[src/rtl/aen_pkg.sv]
// ----------------------------------------------------------------------------
// aen_pkg
// Shared types and constants of the Accept-Encoding negotiator.
// ----------------------------------------------------------------------------
package aen_pkg;

  // ASCII codes used by the byte classifier
  localparam logic [7:0] CH_SPACE = 8'h20;
  localparam logic [7:0] CH_TAB   = 8'h09;
  localparam logic [7:0] CH_COMMA = 8'h2C;
  localparam logic [7:0] CH_SEMI  = 8'h3B;
  localparam logic [7:0] CH_STAR  = 8'h2A;
  localparam logic [7:0] CH_LOW_Q = 8'h71;
  localparam logic [7:0] CH_EQ    = 8'h3D;
  localparam logic [7:0] CH_DOT   = 8'h2E;
  localparam logic [7:0] CH_ZERO  = 8'h30;
  localparam logic [7:0] CH_UP_A  = 8'h41;
  localparam logic [7:0] CH_UP_Z  = 8'h5A;
  localparam logic [7:0] CASE_BIT = 8'h20;

  // Coding names, lower case
  localparam int unsigned GZIP_LEN = 4;
  localparam int unsigned IDEN_LEN = 8;
  localparam logic [7:0] LIT_GZIP [GZIP_LEN] = '{8'h67, 8'h7A, 8'h69, 8'h70};
  localparam logic [7:0] LIT_IDEN [IDEN_LEN] =
    '{8'h69, 8'h64, 8'h65, 8'h6E, 8'h74, 8'h69, 8'h74, 8'h79};

  // Name length counter saturates at its all-ones value
  localparam int unsigned NLEN_W = 4;
  localparam logic [NLEN_W-1:0] NLEN_MAX = '1;

  // Candidate mask bits
  localparam int unsigned CAND_GZIP = 0;
  localparam int unsigned CAND_IDEN = 1;
  localparam int unsigned CAND_STAR = 2;

  // Queue between classifier and token engine
  localparam int unsigned FIFO_DEPTH = 2;
  localparam int unsigned FIFO_AW    = $clog2(FIFO_DEPTH);
  localparam int unsigned FIFO_CW    = $clog2(FIFO_DEPTH + 1);

  typedef enum logic [1:0] {
    PH_SKIP   = 2'd0,
    PH_NAME   = 2'd1,
    PH_PARAMS = 2'd2
  } phase_e;

  typedef enum logic [1:0] {
    PP_START  = 2'd0,
    PP_AFTERQ = 2'd1,
    PP_QVAL   = 2'd2,
    PP_OTHER  = 2'd3
  } ppos_e;

  typedef enum logic [2:0] {
    QV_START = 3'd0,
    QV_ZERO  = 3'd1,
    QV_FRAC  = 3'd2,
    QV_TAIL  = 3'd3,
    QV_BAD   = 3'd4
  } qv_e;

  typedef enum logic [1:0] {
    OC_UNSEEN = 2'd0,
    OC_OK     = 2'd1,
    OC_REJECT = 2'd2
  } oc_e;

  typedef enum logic [1:0] {
    CODEC_GZIP = 2'd0,
    CODEC_IDEN = 2'd1,
    CODEC_NONE = 2'd2
  } codec_e;

  // One classified header beat
  typedef struct packed {
    logic                has_byte;
    logic                is_last;
    logic                is_ws;
    logic                is_comma;
    logic                is_semi;
    logic                is_star;
    logic                is_q;
    logic                is_eq;
    logic                is_dot;
    logic                is_zero;
    logic [GZIP_LEN-1:0] gz_match;
    logic [IDEN_LEN-1:0] id_match;
  } item_t;

  // Result beat
  typedef struct packed {
    codec_e selected_codec;
    logic   id_allowed;
    logic   gz_allowed;
  } result_t;

endpackage

[src/rtl/aen_front.sv]
// ----------------------------------------------------------------------------
// aen_front
// Byte classifier: folds case and decodes each header byte into the flags
// the token engine needs.
// ----------------------------------------------------------------------------
module aen_front
  import aen_pkg::*;
(
  input  logic [7:0] header_byte_i,
  input  logic       has_byte_i,
  input  logic       is_last_i,
  output item_t      item_o
);

  logic [7:0] lower;

  // ASCII case folding
  assign lower = (header_byte_i >= CH_UP_A && header_byte_i <= CH_UP_Z) ?
                 (header_byte_i | CASE_BIT) : header_byte_i;

  always_comb begin
    item_o.has_byte = has_byte_i;
    item_o.is_last  = is_last_i;
    item_o.is_ws    = (header_byte_i == CH_SPACE) || (header_byte_i == CH_TAB);
    item_o.is_comma = (header_byte_i == CH_COMMA);
    item_o.is_semi  = (header_byte_i == CH_SEMI);
    item_o.is_star  = (header_byte_i == CH_STAR);
    item_o.is_q     = (lower == CH_LOW_Q);
    item_o.is_eq    = (header_byte_i == CH_EQ);
    item_o.is_dot   = (header_byte_i == CH_DOT);
    item_o.is_zero  = (header_byte_i == CH_ZERO);
    // per-position name compare
    for (int i = 0; i < GZIP_LEN; i++) begin
      item_o.gz_match[i] = (lower == LIT_GZIP[i]);
    end
    for (int i = 0; i < IDEN_LEN; i++) begin
      item_o.id_match[i] = (lower == LIT_IDEN[i]);
    end
  end

endmodule

[src/rtl/aen_fifo.sv]
// ----------------------------------------------------------------------------
// aen_fifo
// Short queue of classified beats between classifier and token engine.
// ----------------------------------------------------------------------------
module aen_fifo
  import aen_pkg::*;
(
  input  logic  clk_i,
  input  logic  rst_ni,
  input  logic  push_i,
  input  item_t push_item_i,
  output logic  full_o,
  input  logic  pop_i,
  output logic  valid_o,
  output item_t pop_item_o
);

  item_t              mem_q [FIFO_DEPTH];
  logic [FIFO_AW-1:0] wr_ptr_q, wr_ptr_d;
  logic [FIFO_AW-1:0] rd_ptr_q, rd_ptr_d;
  logic [FIFO_CW-1:0] count_q, count_d;
  logic               do_push, do_pop;

  assign full_o     = (count_q == FIFO_CW'(FIFO_DEPTH));
  assign valid_o    = (count_q != '0);
  assign pop_item_o = mem_q[rd_ptr_q];
  assign do_push    = push_i && !full_o;
  assign do_pop     = pop_i && valid_o;

  // pointer and fill update
  always_comb begin
    wr_ptr_d = wr_ptr_q;
    rd_ptr_d = rd_ptr_q;
    count_d  = count_q;
    if (do_push) begin
      wr_ptr_d = (wr_ptr_q == FIFO_AW'(FIFO_DEPTH - 1)) ? '0 : wr_ptr_q + 1'b1;
    end
    if (do_pop) begin
      rd_ptr_d = (rd_ptr_q == FIFO_AW'(FIFO_DEPTH - 1)) ? '0 : rd_ptr_q + 1'b1;
    end
    if (do_push && !do_pop) begin
      count_d = count_q + 1'b1;
    end else if (do_pop && !do_push) begin
      count_d = count_q - 1'b1;
    end
  end

  always_ff @(posedge clk_i or negedge rst_ni) begin
    if (!rst_ni) begin
      wr_ptr_q <= '0;
      rd_ptr_q <= '0;
      count_q  <= '0;
    end else begin
      wr_ptr_q <= wr_ptr_d;
      rd_ptr_q <= rd_ptr_d;
      count_q  <= count_d;
    end
  end

  // storage, no reset
  always_ff @(posedge clk_i) begin
    if (do_push) begin
      mem_q[wr_ptr_q] <= push_item_i;
    end
  end

endmodule

[src/rtl/aen_back.sv]
// ----------------------------------------------------------------------------
// aen_back
// Token engine: tracks coding name, parameters and q value per token, keeps
// the per-coding outcomes and resolves the result at end of header.
// ----------------------------------------------------------------------------
module aen_back
  import aen_pkg::*;
(
  input  logic    clk_i,
  input  logic    rst_ni,
  input  logic    valid_i,
  input  item_t   item_i,
  output logic    pop_o,
  output logic    res_valid_o,
  output result_t res_o,
  input  logic    res_ready_i
);

  phase_e            ph_q, ph_d;
  logic [NLEN_W-1:0] nlen_q, nlen_d;
  logic [2:0]        cand_q, cand_d;
  ppos_e             ppos_q, ppos_d;
  qv_e               qv_q, qv_d;
  logic              qseen_q, qseen_d;
  oc_e               gz_oc_q, gz_oc_d;
  oc_e               id_oc_q, id_oc_d;
  oc_e               st_oc_q, st_oc_d;
  logic              out_valid_q, out_valid_d;
  result_t           out_q, out_d;

  logic              ends;
  logic              fin;
  logic              qzero;
  oc_e               tok_oc;
  logic              g_ok, id_ok;

  assign ends  = !item_i.has_byte || item_i.is_last;
  // a result beat needs a free output register
  assign pop_o = valid_i && (!ends || !out_valid_q || res_ready_i);

  assign res_valid_o = out_valid_q;
  assign res_o       = out_q;

  // per-beat state update
  always_comb begin
    ph_d        = ph_q;
    nlen_d      = nlen_q;
    cand_d      = cand_q;
    ppos_d      = ppos_q;
    qv_d        = qv_q;
    qseen_d     = qseen_q;
    gz_oc_d     = gz_oc_q;
    id_oc_d     = id_oc_q;
    st_oc_d     = st_oc_q;
    out_d       = out_q;
    out_valid_d = out_valid_q && !res_ready_i;
    fin         = 1'b0;
    qzero       = 1'b0;
    tok_oc      = OC_OK;
    g_ok        = 1'b0;
    id_ok       = 1'b0;

    if (pop_o) begin
      // byte processing; a comma only closes the token
      if (item_i.has_byte && !item_i.is_comma) begin
        if (ph_d == PH_SKIP && !item_i.is_ws) begin
          ph_d    = PH_NAME;
          nlen_d  = '0;
          cand_d  = 3'b111;
          ppos_d  = PP_START;
          qv_d    = QV_START;
          qseen_d = 1'b0;
        end
        if (ph_d == PH_NAME) begin
          if (item_i.is_semi || item_i.is_ws) begin
            ph_d   = PH_PARAMS;
            ppos_d = PP_START;
          end else begin
            if (!(nlen_d < NLEN_W'(GZIP_LEN) && item_i.gz_match[nlen_d[1:0]])) begin
              cand_d[CAND_GZIP] = 1'b0;
            end
            if (!(nlen_d < NLEN_W'(IDEN_LEN) && item_i.id_match[nlen_d[2:0]])) begin
              cand_d[CAND_IDEN] = 1'b0;
            end
            if (!(nlen_d == '0 && item_i.is_star)) begin
              cand_d[CAND_STAR] = 1'b0;
            end
            if (nlen_d != NLEN_MAX) begin
              nlen_d = nlen_d + 1'b1;
            end
          end
        end else if (ph_d == PH_PARAMS) begin
          if (item_i.is_semi) begin
            ppos_d = PP_START;
          end else begin
            case (ppos_d)
              PP_START: begin
                if (!item_i.is_ws) begin
                  ppos_d = item_i.is_q ? PP_AFTERQ : PP_OTHER;
                end
              end
              PP_AFTERQ: begin
                if (item_i.is_eq) begin
                  ppos_d  = PP_QVAL;
                  qseen_d = 1'b1;
                  qv_d    = QV_START;
                end else begin
                  ppos_d = PP_OTHER;
                end
              end
              PP_QVAL: begin
                case (qv_d)
                  QV_START: qv_d = item_i.is_ws ? QV_START :
                                   (item_i.is_zero ? QV_ZERO : QV_BAD);
                  QV_ZERO:  qv_d = item_i.is_ws ? QV_TAIL :
                                   (item_i.is_dot ? QV_FRAC : QV_BAD);
                  QV_FRAC:  qv_d = item_i.is_ws ? QV_TAIL :
                                   (item_i.is_zero ? QV_FRAC : QV_BAD);
                  QV_TAIL:  qv_d = item_i.is_ws ? QV_TAIL : QV_BAD;
                  default:  qv_d = QV_BAD;
                endcase
              end
              default: ;
            endcase
          end
        end
      end

      // token close on comma or at end of header
      fin = (item_i.has_byte && item_i.is_comma && ph_q != PH_SKIP) ||
            (ends && ph_d != PH_SKIP);
      qzero  = (qv_d == QV_ZERO) || (qv_d == QV_FRAC) || (qv_d == QV_TAIL);
      tok_oc = (qseen_d && qzero) ? OC_REJECT : OC_OK;
      if (fin) begin
        if (cand_d[CAND_GZIP] && nlen_d == NLEN_W'(GZIP_LEN)) begin
          gz_oc_d = tok_oc;
        end else if (cand_d[CAND_IDEN] && nlen_d == NLEN_W'(IDEN_LEN)) begin
          id_oc_d = tok_oc;
        end else if (cand_d[CAND_STAR] && nlen_d == NLEN_W'(1)) begin
          st_oc_d = tok_oc;
        end
      end
      if (fin || ends) begin
        ph_d    = PH_SKIP;
        nlen_d  = '0;
        cand_d  = 3'b111;
        ppos_d  = PP_START;
        qv_d    = QV_START;
        qseen_d = 1'b0;
      end

      // star resolution and result register load
      if (ends) begin
        g_ok  = (gz_oc_d == OC_OK) || (gz_oc_d == OC_UNSEEN && st_oc_d == OC_OK);
        id_ok = (id_oc_d == OC_OK) ||
                (id_oc_d == OC_UNSEEN && st_oc_d != OC_REJECT);
        out_d.gz_allowed     = g_ok;
        out_d.id_allowed     = id_ok;
        out_d.selected_codec = g_ok ? CODEC_GZIP : (id_ok ? CODEC_IDEN : CODEC_NONE);
        out_valid_d = 1'b1;
        gz_oc_d = OC_UNSEEN;
        id_oc_d = OC_UNSEEN;
        st_oc_d = OC_UNSEEN;
      end
    end
  end

  always_ff @(posedge clk_i or negedge rst_ni) begin
    if (!rst_ni) begin
      ph_q        <= PH_SKIP;
      nlen_q      <= '0;
      cand_q      <= 3'b111;
      ppos_q      <= PP_START;
      qv_q        <= QV_START;
      qseen_q     <= 1'b0;
      gz_oc_q     <= OC_UNSEEN;
      id_oc_q     <= OC_UNSEEN;
      st_oc_q     <= OC_UNSEEN;
      out_valid_q <= 1'b0;
    end else begin
      ph_q        <= ph_d;
      nlen_q      <= nlen_d;
      cand_q      <= cand_d;
      ppos_q      <= ppos_d;
      qv_q        <= qv_d;
      qseen_q     <= qseen_d;
      gz_oc_q     <= gz_oc_d;
      id_oc_q     <= id_oc_d;
      st_oc_q     <= st_oc_d;
      out_valid_q <= out_valid_d;
    end
  end

  // result payload, no reset
  always_ff @(posedge clk_i) begin
    out_q <= out_d;
  end

endmodule

[src/rtl/accept_encoding_negotiator.sv]
// ----------------------------------------------------------------------------
// accept_encoding_negotiator
// Negotiates gzip / identity from an Accept-Encoding header byte stream.
// ----------------------------------------------------------------------------
// Usage:
//   s_axis carries the header value, one byte per beat in tdata. tuser is
//   has_byte: a beat with tuser low ends an empty or absent header and its
//   byte is ignored. tlast marks the final byte of the header.
//   m_axis carries one result beat per header, issued when the header ends.
// Path: the ending input beat is written to the queue when it is
//   accepted, then the token engine loads the output register, which
//   presents the result beat; later if earlier beats are still queued.
// Throughput: one input beat per cycle while the queue is not full; the
//   engine retires one queued beat per cycle unless a stalled result holds it.
// Reset: clears the token state, the per-coding outcomes, the queue and
//   the output valid; the block is ready for a new header right away.
// Stall: while m_axis_tready is low the result beat holds; bytes keep
//   flowing until an ending beat reaches the engine, then the two-entry
//   queue fills and s_axis_tready drops.
// ----------------------------------------------------------------------------
module accept_encoding_negotiator
  import aen_pkg::*;
(
  input  logic       clk_i,
  input  logic       rst_ni,
  input  logic       s_axis_tvalid,
  output logic       s_axis_tready,
  input  logic [7:0] s_axis_tdata,  // [7:0] header_byte
  input  logic       s_axis_tuser,  // [0] has_byte
  input  logic       s_axis_tlast,  // is_last
  output logic       m_axis_tvalid,
  input  logic       m_axis_tready,
  output logic [7:0] m_axis_tdata   // [0] gzip ok, [1] identity ok,
                                    // [3:2] selected_codec, [7:4] zero
);

  item_t   cls_item;
  item_t   q_item;
  logic    q_full;
  logic    q_valid;
  logic    q_pop;
  result_t res;

  assign s_axis_tready = !q_full;

  // byte classification
  aen_front u_front (
    .header_byte_i (s_axis_tdata),
    .has_byte_i    (s_axis_tuser),
    .is_last_i     (s_axis_tlast),
    .item_o        (cls_item)
  );

  // decoupling queue
  aen_fifo u_fifo (
    .clk_i       (clk_i),
    .rst_ni      (rst_ni),
    .push_i      (s_axis_tvalid),
    .push_item_i (cls_item),
    .full_o      (q_full),
    .pop_i       (q_pop),
    .valid_o     (q_valid),
    .pop_item_o  (q_item)
  );

  // token engine and result register
  aen_back u_back (
    .clk_i       (clk_i),
    .rst_ni      (rst_ni),
    .valid_i     (q_valid),
    .item_i      (q_item),
    .pop_o       (q_pop),
    .res_valid_o (m_axis_tvalid),
    .res_o       (res),
    .res_ready_i (m_axis_tready)
  );

  assign m_axis_tdata = {4'b0000, res.selected_codec, res.id_allowed,
                         res.gz_allowed};

endmodule

[config.mk]
export PLATFORM = sky130hd
export DESIGN_NAME = accept_encoding_negotiator
export DESIGN_NICKNAME = d
export VERILOG_FILES = /design/src/rtl/aen_pkg.sv /design/src/rtl/aen_front.sv /design/src/rtl/aen_fifo.sv /design/src/rtl/aen_back.sv /design/src/rtl/accept_encoding_negotiator.sv
export SDC_FILE = /design/constraint.sdc
export NUM_CORES = 1
export LEC_CHECK = 0
export BUFFER_PORTS_ARGS = -buffer_cell sky130_fd_sc_hd__buf_2
export CORE_MARGIN = 4
export CORE_UTILIZATION = 60
export CTS_BUF_LIST = sky130_fd_sc_hd__clkbuf_4
export DETAILED_ROUTE_END_ITERATION = 6
export PLACE_DENSITY = 0.79
export SYNTH_ARGS = -nofsm -noshare
export SYNTH_HDL_FRONTEND = slang
export SYNTH_SLANG_ARGS = --single-unit
[constraint.sdc]
create_clock -name clk_i -period 8.3 [get_ports clk_i]
set_input_delay 0 -clock clk_i [delete_from_list [all_inputs] [get_ports clk_i]]
set_output_delay 0 -clock clk_i [all_outputs]
set_load 0.03 [all_outputs]
---- After elaboration in Yosys (flattened, before gate mapping) ----
Memory sizes are Yosys's and may differ from the RTL's.
Index checks and enable logic that the tools add are counted.
word-level totals
  register bits after elaboration ......... 30
  output and inout bits ................... 10
  memory bits (writable) .................. 44
  memories ................................ 1
  bits of input ports ..................... 14
  word-level logic and storage cells ...... 216
memories
  memory        words  bits a word  read ports  clocked after memory_dff  wr ports  RTL line        source
  u_fifo.mem_q  2      22           1           0                         1         aen_fifo.sv:18  item_t mem_q [FIFO_DEPTH];
operators by class
  add/sub/neg operators ................... 5
  multiplexer cells ....................... 97
  reduce and logical (&&, ||, !) cells .... 54
  magnitude comparators ................... 6
  equal/unequal tests ..................... 37
operators by type and width
  operator                                                                           count
  8-bit by 7-bit == test with 1-bit output (second input constant)                   10
  2-bit two-way mux                                                                  38
  3-bit two-way mux                                                                  23
  8-bit by 6-bit == test with 1-bit output (second input constant)                   7
  4-bit two-way mux                                                                  9
  1-bit logical AND                                                                  21
  1-bit two-way mux                                                                  21
  3-bit by 2-bit == test with 1-bit output (second input constant)                   4
  3-bit case mux with 4 select lines                                                 1
  1-bit logical OR                                                                   11
  2-bit by 1-bit == test with 1-bit output (second input constant)                   5
  2-bit nonzero test                                                                 5
  1-bit zero test                                                                    9
  8-bit by 4-bit == test with 1-bit output (second input constant)                   1
  8-bit by 7-bit >= comparator with 1-bit output (second input constant)             1
  8-bit by 7-bit less-or-equal comparator with 1-bit output (second input constant)  1
  2-bit zero test                                                                    4
  2-bit == test (second input constant)                                              3
  3-bit by 1-bit == test with 1-bit output (second input constant)                   2
  6-bit two-way mux                                                                  1
  3-bit case mux with 2 select lines                                                 1
  4-bit by 1-bit adder with 4-bit output (second input constant)                     1
  4-bit by 1-bit == test with 1-bit output (second input constant)                   1
  4-bit by 3-bit == test with 1-bit output (second input constant)                   1
  16 further kinds                                                                   18

---- Logic depth before layout (Yosys ltp) ----
An unclocked memory read counts as a cell.
  depth in word-level cells ............... 30
  gate-level depth with buffers ........... 17
  depth with buffers taken out ............ 13

---- Cells and area by module ----
Synthesis repeated with hierarchy kept, for this count alone.
unflattened totals
  cell total of the unflattened synthesis .. 367
  area, all modules ....................... 4161.5 um2
modules (own cells, without submodules)
  module                      area each (um2)  cells an instance  instances
  aen_back                    2074.5           235                1
  aen_fifo                    1791.7           87                 1
  aen_front                   257.7            39                 1
  accept_encoding_negotiator  37.5             6                  1

---- Least setup slack after synthesis ----
No wires, ideal clock.
  kind .................................... reg-to-reg
  start ................................... register u_fifo.rd_ptr_q
  end ..................................... register u_back.out_q (netlist bit u_back.res_o[2]) (data pin)
  data arrival time ....................... 3.556 ns
  cell stages (with the launch flop) ...... 18
  setup slack ............................. 4.482 ns
  library setup time ...................... 0.262 ns
  period minus slack after synthesis ...... 3.818 ns
  path through ............................ dfrtp_1 > buf_2 > mux2i_1 > clkbuf_1 > nand2_1 > clkbuf_1 > nand2_1 > inv_1 > ha_1 > nand2b_1 > a2111oi_0 > o21ai_0 > and2_1 > or4_1 > buf_2 > a2bb2oi_1 > a2bb2oi_2 > a21boi_2
on the way
  word-level cells in the longest chain between the ends .. 28
ends and longest elaborated chain
  element                                                           RTL line         source
  from (decl)                                                       aen_fifo.sv:20   logic [FIFO_AW-1:0] rd_ptr_q, rd_ptr_d;
  from (signal assigned)                                            aen_fifo.sv:55   rd_ptr_q <= rd_ptr_d;
  memory 2 x 22 bit (*)                                             -
  1-bit zero test                                                   aen_back.sv:66   if (ph_d == PH_SKIP && !item_i.is_ws) begin
  1-bit logical AND                                                 aen_back.sv:66
  3-bit two-way mux                                                 aen_back.sv:66
  3-bit two-way mux                                                 aen_back.sv:65   if (item_i.has_byte && !item_i.is_comma) begin
  3-bit two-way mux                                                 aen_back.sv:63   if (pop_o) begin
  3-bit by 2-bit == test with 1-bit output (tied with other cells)  aen_back.sv:112  case (qv_d)
  3-bit case mux with 4 select lines                                aen_back.sv:112
  [... 12 more ...]                                                 -
  2-bit two-way mux                                                 aen_back.sv:137  end else if (cand_d[CAND_IDEN] && nlen_d == NLEN_W'(IDEN_LEN)) begin
  2-bit two-way mux                                                 aen_back.sv:135  if (cand_d[CAND_GZIP] && nlen_d == NLEN_W'(GZIP_LEN)) begin
  2-bit two-way mux                                                 aen_back.sv:134  if (fin) begin
  2-bit two-way mux                                                 aen_back.sv:63
  2-bit inequality test                                             aen_back.sv:156  (id_oc_d == OC_UNSEEN && st_oc_d != OC_REJECT);
  1-bit logical AND                                                 aen_back.sv:156
  1-bit logical OR                                                  aen_back.sv:155  id_ok = (id_oc_d == OC_OK) ||
  2-bit two-way mux                                                 aen_back.sv:159  out_d.selected_codec = g_ok ? CODEC_GZIP : (id_ok ? CODEC_IDEN : CODEC_NONE);
  to (signal assigned)                                              aen_back.sv:196  out_q <= out_d;
  to (decl)                                                         aen_back.sv:29   result_t out_q, out_d;
Every way passes the cells marked *; elsewhere a longest branch is shown, timed or not. The select of a mux whose other input is x is not followed.
A chain may end at the register's enable or synchronous reset.

---- Worst setup path after layout ----
Same ends and word-level chain as after synthesis.

==> results.rst <==
.. list-table::
   :header-rows: 1

   * - Metric
     - Value
   * - Number of placed instances, taps included
     - 443
   * - Vias in the first global route
     - 2863
   * - Area growth from synthesis to final layout
     - 10.8%
   * - Minimum setup slack after placement
     - 3750 ps
   * - Final Slew Violations
     - 0
   * - Nature of the critical path endpoint
     - flip-flop
   * - TritonRoute pass-1 iters
     - 5
   * - Primary flip-flop cell chosen by synthesis mapping
     - edfxtp_1
   * - Max-Slew Margin vs Limit
     - 0.424
   * - Setup repair after global routing missed its margin
     - false
   * - Post-detailed-route via-to-cell ratio
     - 6.25
   * - Clk sink count
     - between 60 and 70
   * - Floorplan die area
     - approximately 7700 µm²
   * - DR vias
     - 2951
   * - Grt ovf
     - 0
   * - Maximum fanout along the worst path
     - 35
   * - Data required time at the worst endpoint
     - 8480 ps
   * - Initial Utilization
     - 0.631
   * - Sum of buffers and inverters on the critical path
     - 2
   * - Cell Count, Final, Fillers Out
     - 472
   * - Net count, final
     - 412
   * - Clock Tree Buf Depth
     - 2
   * - Drt wl/cell
     - 17.6 µm
   * - Family with the most delay on the worst path
     - simple AND/OR/NAND/NOR gates
   * - Maximum capacitance violations
     - 0
   * - Num CTS Buffers
     - 9
   * - Synthesized flop and latch total
     - 68
   * - Number of nets with antenna violations after detailed routing
     - 0
   * - Count of input and output buffers
     - 19
   * - DRT Wirelength
     - 8320 µm
   * - Initial detailed-routing violation count
     - 243
   * - Synthesized area per cell
     - between 10 and 15 µm²
   * - Antenna Cells
     - 0
   * - Worst slack on hold paths
     - 25.0 ps
   * - Run status
     - finished clean
   * - Maximum number of pins on one net before global-route repair
     - 36
   * - Max incr delay on CP
     - roughly 730 ps
   * - Total power divided by cell area
     - 288 nW/µm²
   * - Worst Clk Skew
     - 12.1 ps
   * - Synthesized area
     - 3800 µm²
   * - Final HPWL from detailed placement
     - 5810 µm
   * - Measured slew at the worst slew-check pin
     - 864 ps
   * - PnR Total Power
     - 1220 µW
   * - Cell repeated most along the worst path
     - nand2_1
   * - Summed negative setup slack over all endpoints
     - 0 ps
   * - Post-synth EDFFs
     - 42
   * - Clock-pin slew on the worst setup and hold paths
     - approximately 120 ps
   * - Wire length of the first global-routing pass
     - approximately 14000 µm
   * - Die X
     - 87.6 µm
   * - Startpoint Class
     - flip-flop
   * - Placement row count
     - 28
   * - Cell breakdown of the critical path
     - buf_4 > mux2i_1 > nand2_1 > nand2_1 > inv_1 > ha_1 > nand2b_1 > a2111oi_0 > o21ai_0 > and2_1 > or4_1 > a2bb2oi_1 > a2bb2oi_2 > a21boi_2
   * - Final-layout fill cell count
     - 454
   * - Overall fraction of global-route tracks in use
     - 0.239
   * - Clock tree from TritonCTS
     - built
   * - Part of the Yosys area used for sequential elements
     - 0.504
   * - Leak pwr
     - 0.00168 µW
   * - Highest clock frequency the design can meet
     - 216 MHz
   * - Post-route DRC violation count
     - 0
   * - Slack of the worst reg-to-reg path
     - 3680 ps
   * - Number of antenna violations at the first check in global routing
     - 0
   * - Critical path type
     - flip-flop to flip-flop
   * - Slowest-stage cell, CP
     - mux2i_1
   * - Crit path time final
     - 4620 ps
   * - Core area
     - 6030 µm²
   * - Worst EP arrival
     - 4800 ps
   * - Overall die height
     - 87.6 µm
   * - Finish-stage setup viols
     - 0
   * - Clock tree root driver cell
     - clkbuf_4
   * - Hold Vio Cnt, Final
     - 0
   * - Cell count after synthesis
     - between 300 and 400
   * - Worst hold-check path type
     - primary input to flip-flop
   * - Final worst-path cycle share
     - 0.557
   * - Ratio of cells with drive above 1 in the final layout
     - 0.136
   * - IO Pins
     - 24
   * - Distinct cell type count of the synthesized netlist
     - 71
   * - Minimum setup slack in the final design
     - 3680 ps
   * - Worst VDD drop
     - 0.217 mV
   * - Clock latency on the worst-skew pair
     - 420 ps
   * - Ys async rst share
     - 0.382
   * - Number of warning messages in the yosys log
     - 0
   * - Routability congestion estimate from global placement
     - between 0.8 and 0.9
   * - H-tree levels
     - 3
==> metal layers <==
metal | global-route usage | vias up | part of all wire
met3 | 0.0555 | 17 | 0.070
li1 | - | 1420 | -
met5 | 0 | - | 0
met2 | 0.371 | 125 | 0.46
met4 | 0.0934 | 0 | 0.023
met1 | 0.328 | 1389 | 0.44
==> area by class of cell <==
type / count / area, µm² / share of cell area
Clock buffer: 9 / 67.6 / 0.0160
Clock inverter: 7 / 91.3 / 0.0217
Inverter: 17 / 63.8 / 0.0151
Multi-Input combinational cell: 261 / 1730 / 0.412
Sequential cell: 68 / 1920 / 0.455
Tap cell: 75 / 93.8 / 0.0223
Timing Repair Buffer: 35 / 248 / 0.0588
==> worst paths after layout <==
kind                             startpoint             endpoint  cells after the start
max                         u_fifo.rd_ptr_q      u_back.res_o[2]                     14
min                         s_axis_tdata[7]  u_fifo.mem_q[1][16]                      4
max reg2reg                 u_fifo.rd_ptr_q      u_back.res_o[2]                     14
min reg2reg                u_back.cand_q[1]     u_back.cand_q[1]                      2
max in group asynchronous            rst_ni      u_fifo.wr_ptr_q                      2
min in group asynchronous            rst_ni     u_back.nlen_q[1]                      2
==> cells by family (layout without fill, tap and decap cells) <==
kind of cell | Yosys count | count (layout) | share of synthesized area
mux | 18 | 18 | 0.0559
xor+xnor | 5 | 5 | 0.0115
flops | 68 | 68 | 0.504
buf+inv | 38 | 68 | 0.0434
compound gates | 97 | 97 | 0.186
fa+ha+maj | 6 | 6 | 0.0197
other cells | 1 | 4 | 0.000986
simple gates | 131 | 131 | 0.179
==> through the flow <==
stage,area (µm²),utilization
floorplan,3810,-
global placement,3930,0.651
detailed placement,3930,0.651
CTS,4210,0.699
global route,4210,0.699
finish,4210,0.699
==> worst min-delay path, delay by kind of cell <==
| kind | cells | cell delay (ps) |
|---|---|---|
| simple gates | 3 | 180 |
| buf+inv | 1 | 100 |
==> Yosys cell counts, types with 8 or more instances <==
cell	n	area (µm²)
edfxtp_1	42	1260
nand2_1	35	131
nor2_1	26	97.6
dfrtp_1	23	576
inv_1	17	63.8
o21ai_0	17	85.1
nor3_1	15	75.1
a21oi_1	14	70.1
clkbuf_1	12	45.0
mux2i_1	10	100
nand2b_1	8	50.1
nand3_1	8	40.0
==> cells in the final DEF, fill, tap and decap left out, types with 10 or more instances in the layout <==
master	n
a21oi_1	14
buf_2	19
dfrtp_1	23
dlygate4sd3_1	13
edfxtp_1	42
inv_1	17
mux2i_1	10
nand2_1	35
nor2_1	26
nor3_1	15
o21ai_0	17
==> repair_timing <==
action	4_1_cts	5_1_grt
buffers inserted	0	0
hold buffers	13	0
endpoints found under the hold margin	46	0
gates resized for setup	0	0
==> flip-flops by register name, summed over array words and instances, names as in the netlist <==
signal,count
u_back.gz_oc_q,2
u_back.qv_q,3
u_back.res_valid_o,1
u_fifo.rd_ptr_q,1
u_fifo.wr_ptr_q,1
u_back.id_oc_q,2
u_back.qseen_q,1
u_back.st_oc_q,2
u_back.cand_q,3
u_fifo.mem_q,38
u_fifo.count_q,2
u_back.ph_q,2
u_back.ppos_q,2
u_back.res_o,4
u_back.nlen_q,4
==> where the power goes <==
group | total [µW] | internal [µW] | switching [µW]
clock | 243 | 121 | 122
sequential | 485 | 441 | 44.2
combinational | 487 | 170 | 316
total | 1220 | 732 | 483
Power figures use the tool's default switching activity.
